<file path="src/hw/rtl/md5_pkg.sv">
// Shared types, constants and round functions of the MD5 digest engine.
// Used by md5_blkbuf, md5_byte_stream_digest and the testbench; depends on nothing.
package md5_pkg;

  localparam logic [31:0] INIT_A = 32'h67452301;
  localparam logic [31:0] INIT_B = 32'hefcdab89;
  localparam logic [31:0] INIT_C = 32'h98badcfe;
  localparam logic [31:0] INIT_D = 32'h10325476;
  localparam logic [7:0]  PAD_MARK = 8'h80;

  localparam int unsigned BLOCK_BYTES = 64;
  localparam int unsigned BLOCK_WORDS = 16;
  localparam int unsigned LEN_LIMIT = 55;

  localparam logic KIND_DATA = 1'b0;
  localparam logic KIND_FINISH = 1'b1;

  typedef enum logic [1:0] {
    ST_IDLE,
    ST_LOAD,
    ST_ROUND,
    ST_FOLD
  } md5_state_t;

  // Padding view of the block that is being compressed.
  typedef struct packed {
    logic [6:0] len;
    logic       mark;
    logic       len_words;
  } blk_ctrl_t;

  function automatic logic [3:0] msg_index(input logic [5:0] r);
    logic [3:0] lo;
    lo = r[3:0];
    case (r[5:4])
      2'd0:    msg_index = lo;
      2'd1:    msg_index = lo * 4'd5 + 4'd1;
      2'd2:    msg_index = lo * 4'd3 + 4'd5;
      default: msg_index = lo * 4'd7;
    endcase
  endfunction

  function automatic logic [31:0] round_f(input logic [5:0] r, input logic [31:0] b,
                                          input logic [31:0] c, input logic [31:0] d);
    case (r[5:4])
      2'd0:    round_f = (b & c) | (~b & d);
      2'd1:    round_f = (b & d) | (c & ~d);
      2'd2:    round_f = b ^ c ^ d;
      default: round_f = c ^ (b | ~d);
    endcase
  endfunction

  function automatic logic [4:0] rot_amount(input logic [5:0] r);
    case ({r[5:4], r[1:0]})
      4'd0:    rot_amount = 5'd7;
      4'd1:    rot_amount = 5'd12;
      4'd2:    rot_amount = 5'd17;
      4'd3:    rot_amount = 5'd22;
      4'd4:    rot_amount = 5'd5;
      4'd5:    rot_amount = 5'd9;
      4'd6:    rot_amount = 5'd14;
      4'd7:    rot_amount = 5'd20;
      4'd8:    rot_amount = 5'd4;
      4'd9:    rot_amount = 5'd11;
      4'd10:   rot_amount = 5'd16;
      4'd11:   rot_amount = 5'd23;
      4'd12:   rot_amount = 5'd6;
      4'd13:   rot_amount = 5'd10;
      4'd14:   rot_amount = 5'd15;
      default: rot_amount = 5'd21;
    endcase
  endfunction

  function automatic logic [31:0] rotl32(input logic [31:0] v, input logic [4:0] n);
    logic [63:0] t;
    t = {v, v} << n;
    rotl32 = t[63:32];
  endfunction

  function automatic logic [31:0] round_k(input logic [5:0] r);
    case (r)
      6'd0:  round_k = 32'hd76aa478;  6'd1:  round_k = 32'he8c7b756;
      6'd2:  round_k = 32'h242070db;  6'd3:  round_k = 32'hc1bdceee;
      6'd4:  round_k = 32'hf57c0faf;  6'd5:  round_k = 32'h4787c62a;
      6'd6:  round_k = 32'ha8304613;  6'd7:  round_k = 32'hfd469501;
      6'd8:  round_k = 32'h698098d8;  6'd9:  round_k = 32'h8b44f7af;
      6'd10: round_k = 32'hffff5bb1;  6'd11: round_k = 32'h895cd7be;
      6'd12: round_k = 32'h6b901122;  6'd13: round_k = 32'hfd987193;
      6'd14: round_k = 32'ha679438e;  6'd15: round_k = 32'h49b40821;
      6'd16: round_k = 32'hf61e2562;  6'd17: round_k = 32'hc040b340;
      6'd18: round_k = 32'h265e5a51;  6'd19: round_k = 32'he9b6c7aa;
      6'd20: round_k = 32'hd62f105d;  6'd21: round_k = 32'h02441453;
      6'd22: round_k = 32'hd8a1e681;  6'd23: round_k = 32'he7d3fbc8;
      6'd24: round_k = 32'h21e1cde6;  6'd25: round_k = 32'hc33707d6;
      6'd26: round_k = 32'hf4d50d87;  6'd27: round_k = 32'h455a14ed;
      6'd28: round_k = 32'ha9e3e905;  6'd29: round_k = 32'hfcefa3f8;
      6'd30: round_k = 32'h676f02d9;  6'd31: round_k = 32'h8d2a4c8a;
      6'd32: round_k = 32'hfffa3942;  6'd33: round_k = 32'h8771f681;
      6'd34: round_k = 32'h6d9d6122;  6'd35: round_k = 32'hfde5380c;
      6'd36: round_k = 32'ha4beea44;  6'd37: round_k = 32'h4bdecfa9;
      6'd38: round_k = 32'hf6bb4b60;  6'd39: round_k = 32'hbebfbc70;
      6'd40: round_k = 32'h289b7ec6;  6'd41: round_k = 32'heaa127fa;
      6'd42: round_k = 32'hd4ef3085;  6'd43: round_k = 32'h04881d05;
      6'd44: round_k = 32'hd9d4d039;  6'd45: round_k = 32'he6db99e5;
      6'd46: round_k = 32'h1fa27cf8;  6'd47: round_k = 32'hc4ac5665;
      6'd48: round_k = 32'hf4292244;  6'd49: round_k = 32'h432aff97;
      6'd50: round_k = 32'hab9423a7;  6'd51: round_k = 32'hfc93a039;
      6'd52: round_k = 32'h655b59c3;  6'd53: round_k = 32'h8f0ccc92;
      6'd54: round_k = 32'hffeff47d;  6'd55: round_k = 32'h85845dd1;
      6'd56: round_k = 32'h6fa87e4f;  6'd57: round_k = 32'hfe2ce6e0;
      6'd58: round_k = 32'ha3014314;  6'd59: round_k = 32'h4e0811a1;
      6'd60: round_k = 32'hf7537e82;  6'd61: round_k = 32'hbd3af235;
      6'd62: round_k = 32'h2ad7d2bb;  default: round_k = 32'heb86d391;
    endcase
  endfunction

endpackage

</file>
<file path="src/hw/rtl/md5_if.sv">
// Valid/ready channel interfaces of the MD5 digest engine.
// One carries message bytes in, the other carries digests out; no dependencies.
interface md5_msg_if;
  logic       valid;
  logic       ready;
  logic       kind;
  logic [7:0] data_byte;

  modport source (output valid, output kind, output data_byte, input ready);
  modport sink (input valid, input kind, input data_byte, output ready);
endinterface

interface md5_digest_if;
  logic        valid;
  logic        ready;
  logic [31:0] digest_word_a;
  logic [31:0] digest_word_b;
  logic [31:0] digest_word_c;
  logic [31:0] digest_word_d;

  modport source (output valid, output digest_word_a, output digest_word_b,
                  output digest_word_c, output digest_word_d, input ready);
  modport sink (input valid, input digest_word_a, input digest_word_b,
                input digest_word_c, input digest_word_d, output ready);
endinterface

</file>
<file path="src/hw/rtl/md5_blkbuf.sv">
// Block buffer of the MD5 engine: a 16 x 32 bit memory written one byte at a time,
// read one word per cycle with the message padding applied. Depends on md5_pkg.
module md5_blkbuf (
  input  logic               clk,
  input  logic               we,
  input  logic [5:0]         waddr,
  input  logic [7:0]         wdata,
  input  logic [3:0]         raddr,
  input  md5_pkg::blk_ctrl_t ctrl,
  input  logic [63:0]        bit_len,
  output logic [31:0]        word
);
  import md5_pkg::*;

  logic [31:0] mem [BLOCK_WORDS];
  logic [31:0] rdata;
  logic [3:0]  rg;
  logic [6:0]  idx [4];
  logic [31:0] padded;

  always_ff @(posedge clk) begin
    if (we) begin
      mem[waddr[5:2]][8*waddr[1:0] +: 8] <= wdata;
    end
    rdata <= mem[raddr];
    rg <= raddr;
  end

  always_comb begin
    for (int i = 0; i < 4; i++) begin
      idx[i] = {1'b0, rg, 2'(i)};
      if (idx[i] < ctrl.len) begin
        padded[8*i +: 8] = rdata[8*i +: 8];
      end else if (ctrl.mark && idx[i] == ctrl.len) begin
        padded[8*i +: 8] = PAD_MARK;
      end else begin
        padded[8*i +: 8] = 8'h00;
      end
    end
    if (ctrl.len_words && rg == 4'd14) begin
      word = bit_len[31:0];
    end else if (ctrl.len_words && rg == 4'd15) begin
      word = bit_len[63:32];
    end else begin
      word = padded;
    end
  end

endmodule

</file>
<file path="src/hw/rtl/md5_byte_stream_digest.sv">
// MD5 digest engine taking one message byte per word. A data byte is accepted while idle;
// the byte that fills a 64-byte block starts a compression (a load step, 64 rounds on
// the single round unit, a fold step) during which no word is accepted. A finish word
// starts one such compression, or two when the padding spills into a second block, and
// its last fold waits for the previous digest to be taken. Depends on md5_pkg, md5_if, md5_blkbuf.
module md5_byte_stream_digest (
  input logic         clk,
  input logic         rst,
  md5_msg_if.sink     msg,
  md5_digest_if.source digest
);
  import md5_pkg::*;

  md5_state_t  state, state_next;
  logic [5:0]  round;
  logic [31:0] chain_a, chain_b, chain_c, chain_d;
  logic [31:0] wa, wb, wc, wd;
  logic [5:0]  off;
  logic [63:0] byte_count;
  blk_ctrl_t   ctrl;
  logic        blk_final, blk_more;
  logic        out_valid;
  logic [31:0] dig_a, dig_b, dig_c, dig_d;

  logic        msg_acc;
  logic [3:0]  raddr;
  logic [31:0] word;
  logic [31:0] sum, new_b;
  logic [31:0] fa, fb, fc, fd;
  logic        slot_free;

  assign msg.ready = (state == ST_IDLE);
  assign msg_acc = msg.valid && msg.ready;
  assign raddr = (state == ST_ROUND) ? msg_index(round + 6'd1) : msg_index(6'd0);

  md5_blkbuf u_buf (
    .clk     (clk),
    .we      (msg_acc && msg.kind == KIND_DATA),
    .waddr   (off),
    .wdata   (msg.data_byte),
    .raddr   (raddr),
    .ctrl    (ctrl),
    .bit_len ({byte_count[60:0], 3'b000}),
    .word    (word)
  );

  assign sum = round_f(round, wb, wc, wd) + wa + round_k(round) + word;
  assign new_b = wb + rotl32(sum, rot_amount(round));
  assign fa = chain_a + wa;
  assign fb = chain_b + wb;
  assign fc = chain_c + wc;
  assign fd = chain_d + wd;
  assign slot_free = !out_valid || digest.ready;

  assign digest.valid = out_valid;
  assign digest.digest_word_a = dig_a;
  assign digest.digest_word_b = dig_b;
  assign digest.digest_word_c = dig_c;
  assign digest.digest_word_d = dig_d;

  always_comb begin
    state_next = state;
    unique case (state)
      ST_IDLE: begin
        if (msg_acc && (msg.kind == KIND_FINISH || off == 6'd63)) begin
          state_next = ST_LOAD;
        end
      end
      ST_LOAD: state_next = ST_ROUND;
      ST_ROUND: begin
        if (round == 6'd63) begin
          state_next = ST_FOLD;
        end
      end
      ST_FOLD: begin
        if (blk_more) begin
          state_next = ST_LOAD;
        end else if (!blk_final || slot_free) begin
          state_next = ST_IDLE;
        end
      end
      default: state_next = ST_IDLE;
    endcase
  end

  always_ff @(posedge clk) begin
    if (rst) begin
      state <= ST_IDLE;
    end else begin
      state <= state_next;
    end
  end

  always_ff @(posedge clk) begin
    if (rst) begin
      round <= 6'd0;
      off <= 6'd0;
      byte_count <= 64'd0;
      chain_a <= INIT_A;
      chain_b <= INIT_B;
      chain_c <= INIT_C;
      chain_d <= INIT_D;
      out_valid <= 1'b0;
    end else begin
      if (out_valid && digest.ready && !(state == ST_FOLD && !blk_more && blk_final)) begin
        out_valid <= 1'b0;
      end
      if (msg_acc && msg.kind == KIND_DATA) begin
        off <= off + 6'd1;
        byte_count <= byte_count + 64'd1;
      end
      if (state == ST_LOAD) begin
        round <= 6'd0;
      end else if (state == ST_ROUND) begin
        round <= round + 6'd1;
      end
      if (state == ST_FOLD) begin
        if (blk_more || !blk_final) begin
          chain_a <= fa;
          chain_b <= fb;
          chain_c <= fc;
          chain_d <= fd;
        end else if (slot_free) begin
          out_valid <= 1'b1;
          chain_a <= INIT_A;
          chain_b <= INIT_B;
          chain_c <= INIT_C;
          chain_d <= INIT_D;
          off <= 6'd0;
          byte_count <= 64'd0;
        end
      end
    end
  end

  always_ff @(posedge clk) begin
    if (msg_acc) begin
      if (msg.kind == KIND_DATA) begin
        ctrl <= '{len: 7'(BLOCK_BYTES), mark: 1'b0, len_words: 1'b0};
        blk_final <= 1'b0;
        blk_more <= 1'b0;
      end else begin
        ctrl <= '{len: {1'b0, off}, mark: 1'b1, len_words: (off <= 6'(LEN_LIMIT))};
        blk_final <= (off <= 6'(LEN_LIMIT));
        blk_more <= (off > 6'(LEN_LIMIT));
      end
    end
    if (state == ST_LOAD) begin
      wa <= chain_a;
      wb <= chain_b;
      wc <= chain_c;
      wd <= chain_d;
    end else if (state == ST_ROUND) begin
      wa <= wd;
      wd <= wc;
      wc <= wb;
      wb <= new_b;
    end
    if (state == ST_FOLD && blk_more) begin
      ctrl <= '{len: 7'd0, mark: 1'b0, len_words: 1'b1};
      blk_more <= 1'b0;
      blk_final <= 1'b1;
    end
    if (state == ST_FOLD && !blk_more && blk_final && slot_free) begin
      dig_a <= fa;
      dig_b <= fb;
      dig_c <= fc;
      dig_d <= fd;
    end
  end

  a_rose_from_fold: assert property (@(posedge clk) disable iff (rst)
    $rose(out_valid) |-> $past(state == ST_FOLD))
    else $error("digest appeared without a final fold");

  a_restart_on_digest: assert property (@(posedge clk) disable iff (rst)
    $rose(out_valid) |-> (off == 6'd0 && byte_count == 64'd0 && chain_a == INIT_A))
    else $error("engine did not restart after a digest");

  a_load_then_round0: assert property (@(posedge clk) disable iff (rst)
    (state == ST_LOAD) |=> (state == ST_ROUND && round == 6'd0))
    else $error("compression did not start at round zero");

  a_no_accept_busy: assert property (@(posedge clk) disable iff (rst)
    (state == ST_ROUND || state == ST_FOLD) |-> !msg.ready)
    else $error("word accepted during compression");

  a_fold_after_last_round: assert property (@(posedge clk) disable iff (rst)
    (state == ST_ROUND && round == 6'd63) |=> (state == ST_FOLD))
    else $error("compression did not end after the last round");

endmodule

</file>
<file path="src/flat_wrapper.sv">
// flat-port wrapper written by rule: the top's interface ports become plain ports
module md5_byte_stream_digest_flat import md5_pkg::*;
  (clk, rst, msg_valid, msg_kind, msg_data_byte, msg_ready, digest_valid, digest_digest_word_a, digest_digest_word_b, digest_digest_word_c, digest_digest_word_d, digest_ready);
  md5_msg_if msg_i ();
  md5_digest_if digest_i ();
  input logic clk;
  input logic rst;
  input wire logic [$bits(msg_i.valid)-1:0] msg_valid;
  input wire logic [$bits(msg_i.kind)-1:0] msg_kind;
  input wire logic [$bits(msg_i.data_byte)-1:0] msg_data_byte;
  output wire logic [$bits(msg_i.ready)-1:0] msg_ready;
  output wire logic [$bits(digest_i.valid)-1:0] digest_valid;
  output wire logic [$bits(digest_i.digest_word_a)-1:0] digest_digest_word_a;
  output wire logic [$bits(digest_i.digest_word_b)-1:0] digest_digest_word_b;
  output wire logic [$bits(digest_i.digest_word_c)-1:0] digest_digest_word_c;
  output wire logic [$bits(digest_i.digest_word_d)-1:0] digest_digest_word_d;
  input wire logic [$bits(digest_i.ready)-1:0] digest_ready;
  assign msg_i.valid = msg_valid;
  assign msg_i.kind = msg_kind;
  assign msg_i.data_byte = msg_data_byte;
  assign msg_ready = msg_i.ready;
  assign digest_valid = digest_i.valid;
  assign digest_digest_word_a = digest_i.digest_word_a;
  assign digest_digest_word_b = digest_i.digest_word_b;
  assign digest_digest_word_c = digest_i.digest_word_c;
  assign digest_digest_word_d = digest_i.digest_word_d;
  assign digest_i.ready = digest_ready;
  md5_byte_stream_digest u_core (.clk(clk), .rst(rst), .msg(msg_i), .digest(digest_i));
endmodule
</file>
<file path="config.mk">
export PLATFORM = sky130hd
export DESIGN_NAME = md5_byte_stream_digest_flat
export DESIGN_NICKNAME = d
export VERILOG_FILES = /design/src/hw/rtl/md5_pkg.sv /design/src/hw/rtl/md5_if.sv /design/src/hw/rtl/md5_blkbuf.sv /design/src/hw/rtl/md5_byte_stream_digest.sv /design/src/flat_wrapper.sv
export SDC_FILE = /design/constraint.sdc
export NUM_CORES = 2
export LEC_CHECK = 0
export ABC_AREA = 0
export BUFFER_PORTS_ARGS = -buffer_cell sky130_fd_sc_hd__buf_2
export CORE_MARGIN = 1
export CORE_UTILIZATION = 25
export DETAILED_ROUTE_END_ITERATION = 6
export GPL_TIMING_DRIVEN = 0
export HOLD_SLACK_MARGIN = 0.06
export REMOVE_ABC_BUFFERS = 1
export SLEW_MARGIN = 20
export SYNTH_ARGS = -nofsm -noshare
export SYNTH_HDL_FRONTEND = slang
export SYNTH_SLANG_ARGS = --single-unit
</file>
<file path="constraint.sdc">
create_clock -name clk -period 22.5 [get_ports clk]
set_clock_uncertainty 0.2 [all_clocks]
set_input_delay 2.25 -clock clk [delete_from_list [all_inputs] [get_ports clk]]
set_output_delay 2.25 -clock clk [all_outputs]
set_load 0.05 [all_outputs]
</file>
==> results.json <==
{
  "wl_um": 181000,
  "cts-root-buf": "clkbuf_16",
  "crit_fanout": 23,
  "grt_pass1_wl_um": 269000,
  "crit_path_max_incr_delay_ns": 0.76,
  "min_from": "u_core.ctrl[7]$_SDFFE_PP0P_",
  "async_flop_share_pct": 0,
  "setup_viol": 0,
  "post-cts-setup-buffers": 0,
  "design.die.area_sq_mm": 0.237,
  "slowest_stage": "dfxtp_2",
  "drc": 0,
  "final_nets": 6136,
  "synth_area_leaders": "edfxtp_1 (39%), dfxtp_1 (9.8%), nand2_1 (5.6%)",
  "max_clock_freq_ghz": 0.0805,
  "relSlewSlack_pct": 14.7,
  "grt_pass1_vias": 42702,
  "arrival_ns": 12.72,
  "vias": 46095,
  "netlist_top_cells_count": "nand2_1 (874), edfxtp_1 (768), nor2_1 (425), a21oi_1 (364), o21ai_0 (304)",
  "min_period_ns": 12.42,
  "report.final.slew_viol_count": 0,
  "final_core_util_pct": 28.7,
  "post_cts_resized": 0,
  "hpwl_um": 127000,
  "hp-class": "reg2reg",
  "areaGrowthSynthToFinish_pct": 13.9,
  "grt_max_degree": 88,
  "required_ns": 22.80,
  "rsz0062_at_grt": "false",
  "r2r_start": "u_core.u_buf.rg[0]$_DFF_P_",
  "viasPerCell": 5.09,
  "synth_warnings": 0,
  "timing.final.ws_setup_ns": 10.08,
  "core_area_sq_mm": 0.233,
  "die-width_um": 486,
  "portBuffers": 142,
  "clock_latency_ns": 0.78,
  "synth_enable_flop_cells": 768,
  "yosysSeqAreaShare_pct": 49.1,
  "die_h_um": 486,
  "rows": 177,
  "drt_iter0_drc": 5075,
  "synth_cells": 5882,
  "postSynthAreaPerCell_sq_um": 9.97,
  "worstSetupStartpoint": "u_core.u_buf.rg[0]$_DFF_P_",
  "cts_buffer_depth": 3,
  "status": "completed",
  "tightest_slew_ns": 1.27,
  "syn_area_sq_mm": 0.0586,
  "clkTransAtPathRegs_ns": 0.06,
  "drive_above_1_share_pct": 9.34,
  "grt_overflow": 0,
  "htreeDepth": 3,
  "startpoint_type": "flop",
  "pin_count": 143,
  "wl_per_cell_um": 20.0,
  "clock_sinks": 1055,
  "synth_flop_cell": "edfxtp_1",
  "hold_buffers": 0,
  "critPathCaptureType": "flop",
  "finalHoldViolations": 0,
  "drv_cap": 0,
  "netlist.area_leader.share_pct": 39.3,
  "antenna_found_initial": 9,
  "ys_types": 96,
  "synthMostInstantiatedCell": "nand2_1",
  "start_util_pct": 25.2,
  "gp_congestion": 0.890,
  "hold_ws_ns": 0.259,
  "dp_slack_ns": 10.32,
  "cts_tree": "built",
  "grtUsageTotal_pct": 14.7,
  "firstDrtPassIters": 6,
  "ys_ff_latch": 1055,
  "fin_crit_sh_pct": 55.2,
  "crit_type": "reg2reg",
  "cts_buffers": 102,
  "synth_top_area_cell": "edfxtp_1",
  "ant_nets": 0
}
-- registers in the layout (all words and copies together) (netlist names), 2 cells and up, named ones only --
signal / cells
u_core.u_buf.rg: 4
u_core.chain_a: 32
u_core.chain_d: 32
u_core.digest.digest_word_c: 32
u_core.u_buf.mem: 512
u_core.off: 6
u_core.digest.digest_word_b: 32
u_core.digest.digest_word_a: 32
u_core.round: 6
u_core.wa: 32
u_core.wc: 32
u_core.wd: 32
u_core.ctrl: 9
u_core.chain_c: 32
u_core.u_buf.rdata: 32
u_core.wb: 32
u_core.digest.digest_word_d: 32
u_core.state: 2
u_core.chain_b: 32
u_core.byte_count: 61
-- critical path, delay by kind of cell (launching register included) --
family / cells / cell delay [ns]
AO/OA/AOI/OAI: 14 / 4.44
XOR/XNOR: 1 / 0.15
adder cells (fa/ha/maj): 6 / 2.57
buffers and inverters: 2 / 0.48
flip-flops: 1 / 0.76
multiplexers: 3 / 1.12
AND/OR/NAND/NOR: 8 / 2.39
-- cell type report --
type	instances	area, sq um
sequential	1055	28800
clock buffer	127	2780
clock inverter	67	783
multi-input combinational	4193	27500
tap	3132	3920
fill	24134	166000
inverter	283	1080
antenna	1	2.50
timing repair buffer	193	1860
-- kinds of logic after synthesis --
logic type,Yosys count,synth area share [%]
AND/OR/NAND/NOR,2007,15.4
buffers and inverters,634,4.15
adder cells (fa/ha/maj),325,7.68
AO/OA/AOI/OAI,1424,16.2
multiplexers,174,3.52
flip-flops,1055,49.1
XOR/XNOR,263,3.93
-- per-stage QoR --
step	area, sq um	std cells	setup TNS [ns]
floorplan	57300	5531	0
global placement	61900	8805	-56.81
detailed placement	63200	8856	0
CTS	66800	9050	0
global route	66800	9050	0
finish	66800	9051	0
-- routing by layer --
metal	vias up	routed length, um	track usage [%]
met4	6	4830	3.92
met2	1868	79700	22.6
met1	22575	81900	21.1
met5	-	36	0
li1	21377	-	-
met3	269	14500	2.48
-- cells in the final DEF (no fill, tap or decap), types with 58 or more instances in the layout --
master / n
a21o_1: 70
ha_1: 225
nand3_1: 257
mux2_2: 82
inv_1: 271
dfxtp_1: 281
and2_1: 60
nor3_1: 74
buf_2: 141
fa_1: 68
a221o_1: 60
xnor2_1: 132
a21oi_1: 364
and3_1: 91
edfxtp_1: 768
nand2_1: 871
o21ai_0: 303
mux2i_1: 76
clkbuf_16: 104
xor2_1: 131
nor2_1: 425
a311oi_1: 107
a22oi_1: 58
a31oi_1: 98
-- final timing paths --
check                                      to  slack (ns)  cells past startpoint
setup reg to reg      u_core.wb[31]$_DFFE_PP_       10.08                     34
setup / recovery      u_core.wb[31]$_DFFE_PP_       10.08                     34
hold / removal    u_core.ctrl[7]$_SDFFE_PP0P_        0.26                      2
hold reg to reg   u_core.ctrl[7]$_SDFFE_PP0P_        0.26                      2
Power is not shown: default switching activity piles up to over one toggle a cycle in this logic, so the estimate is an artifact.
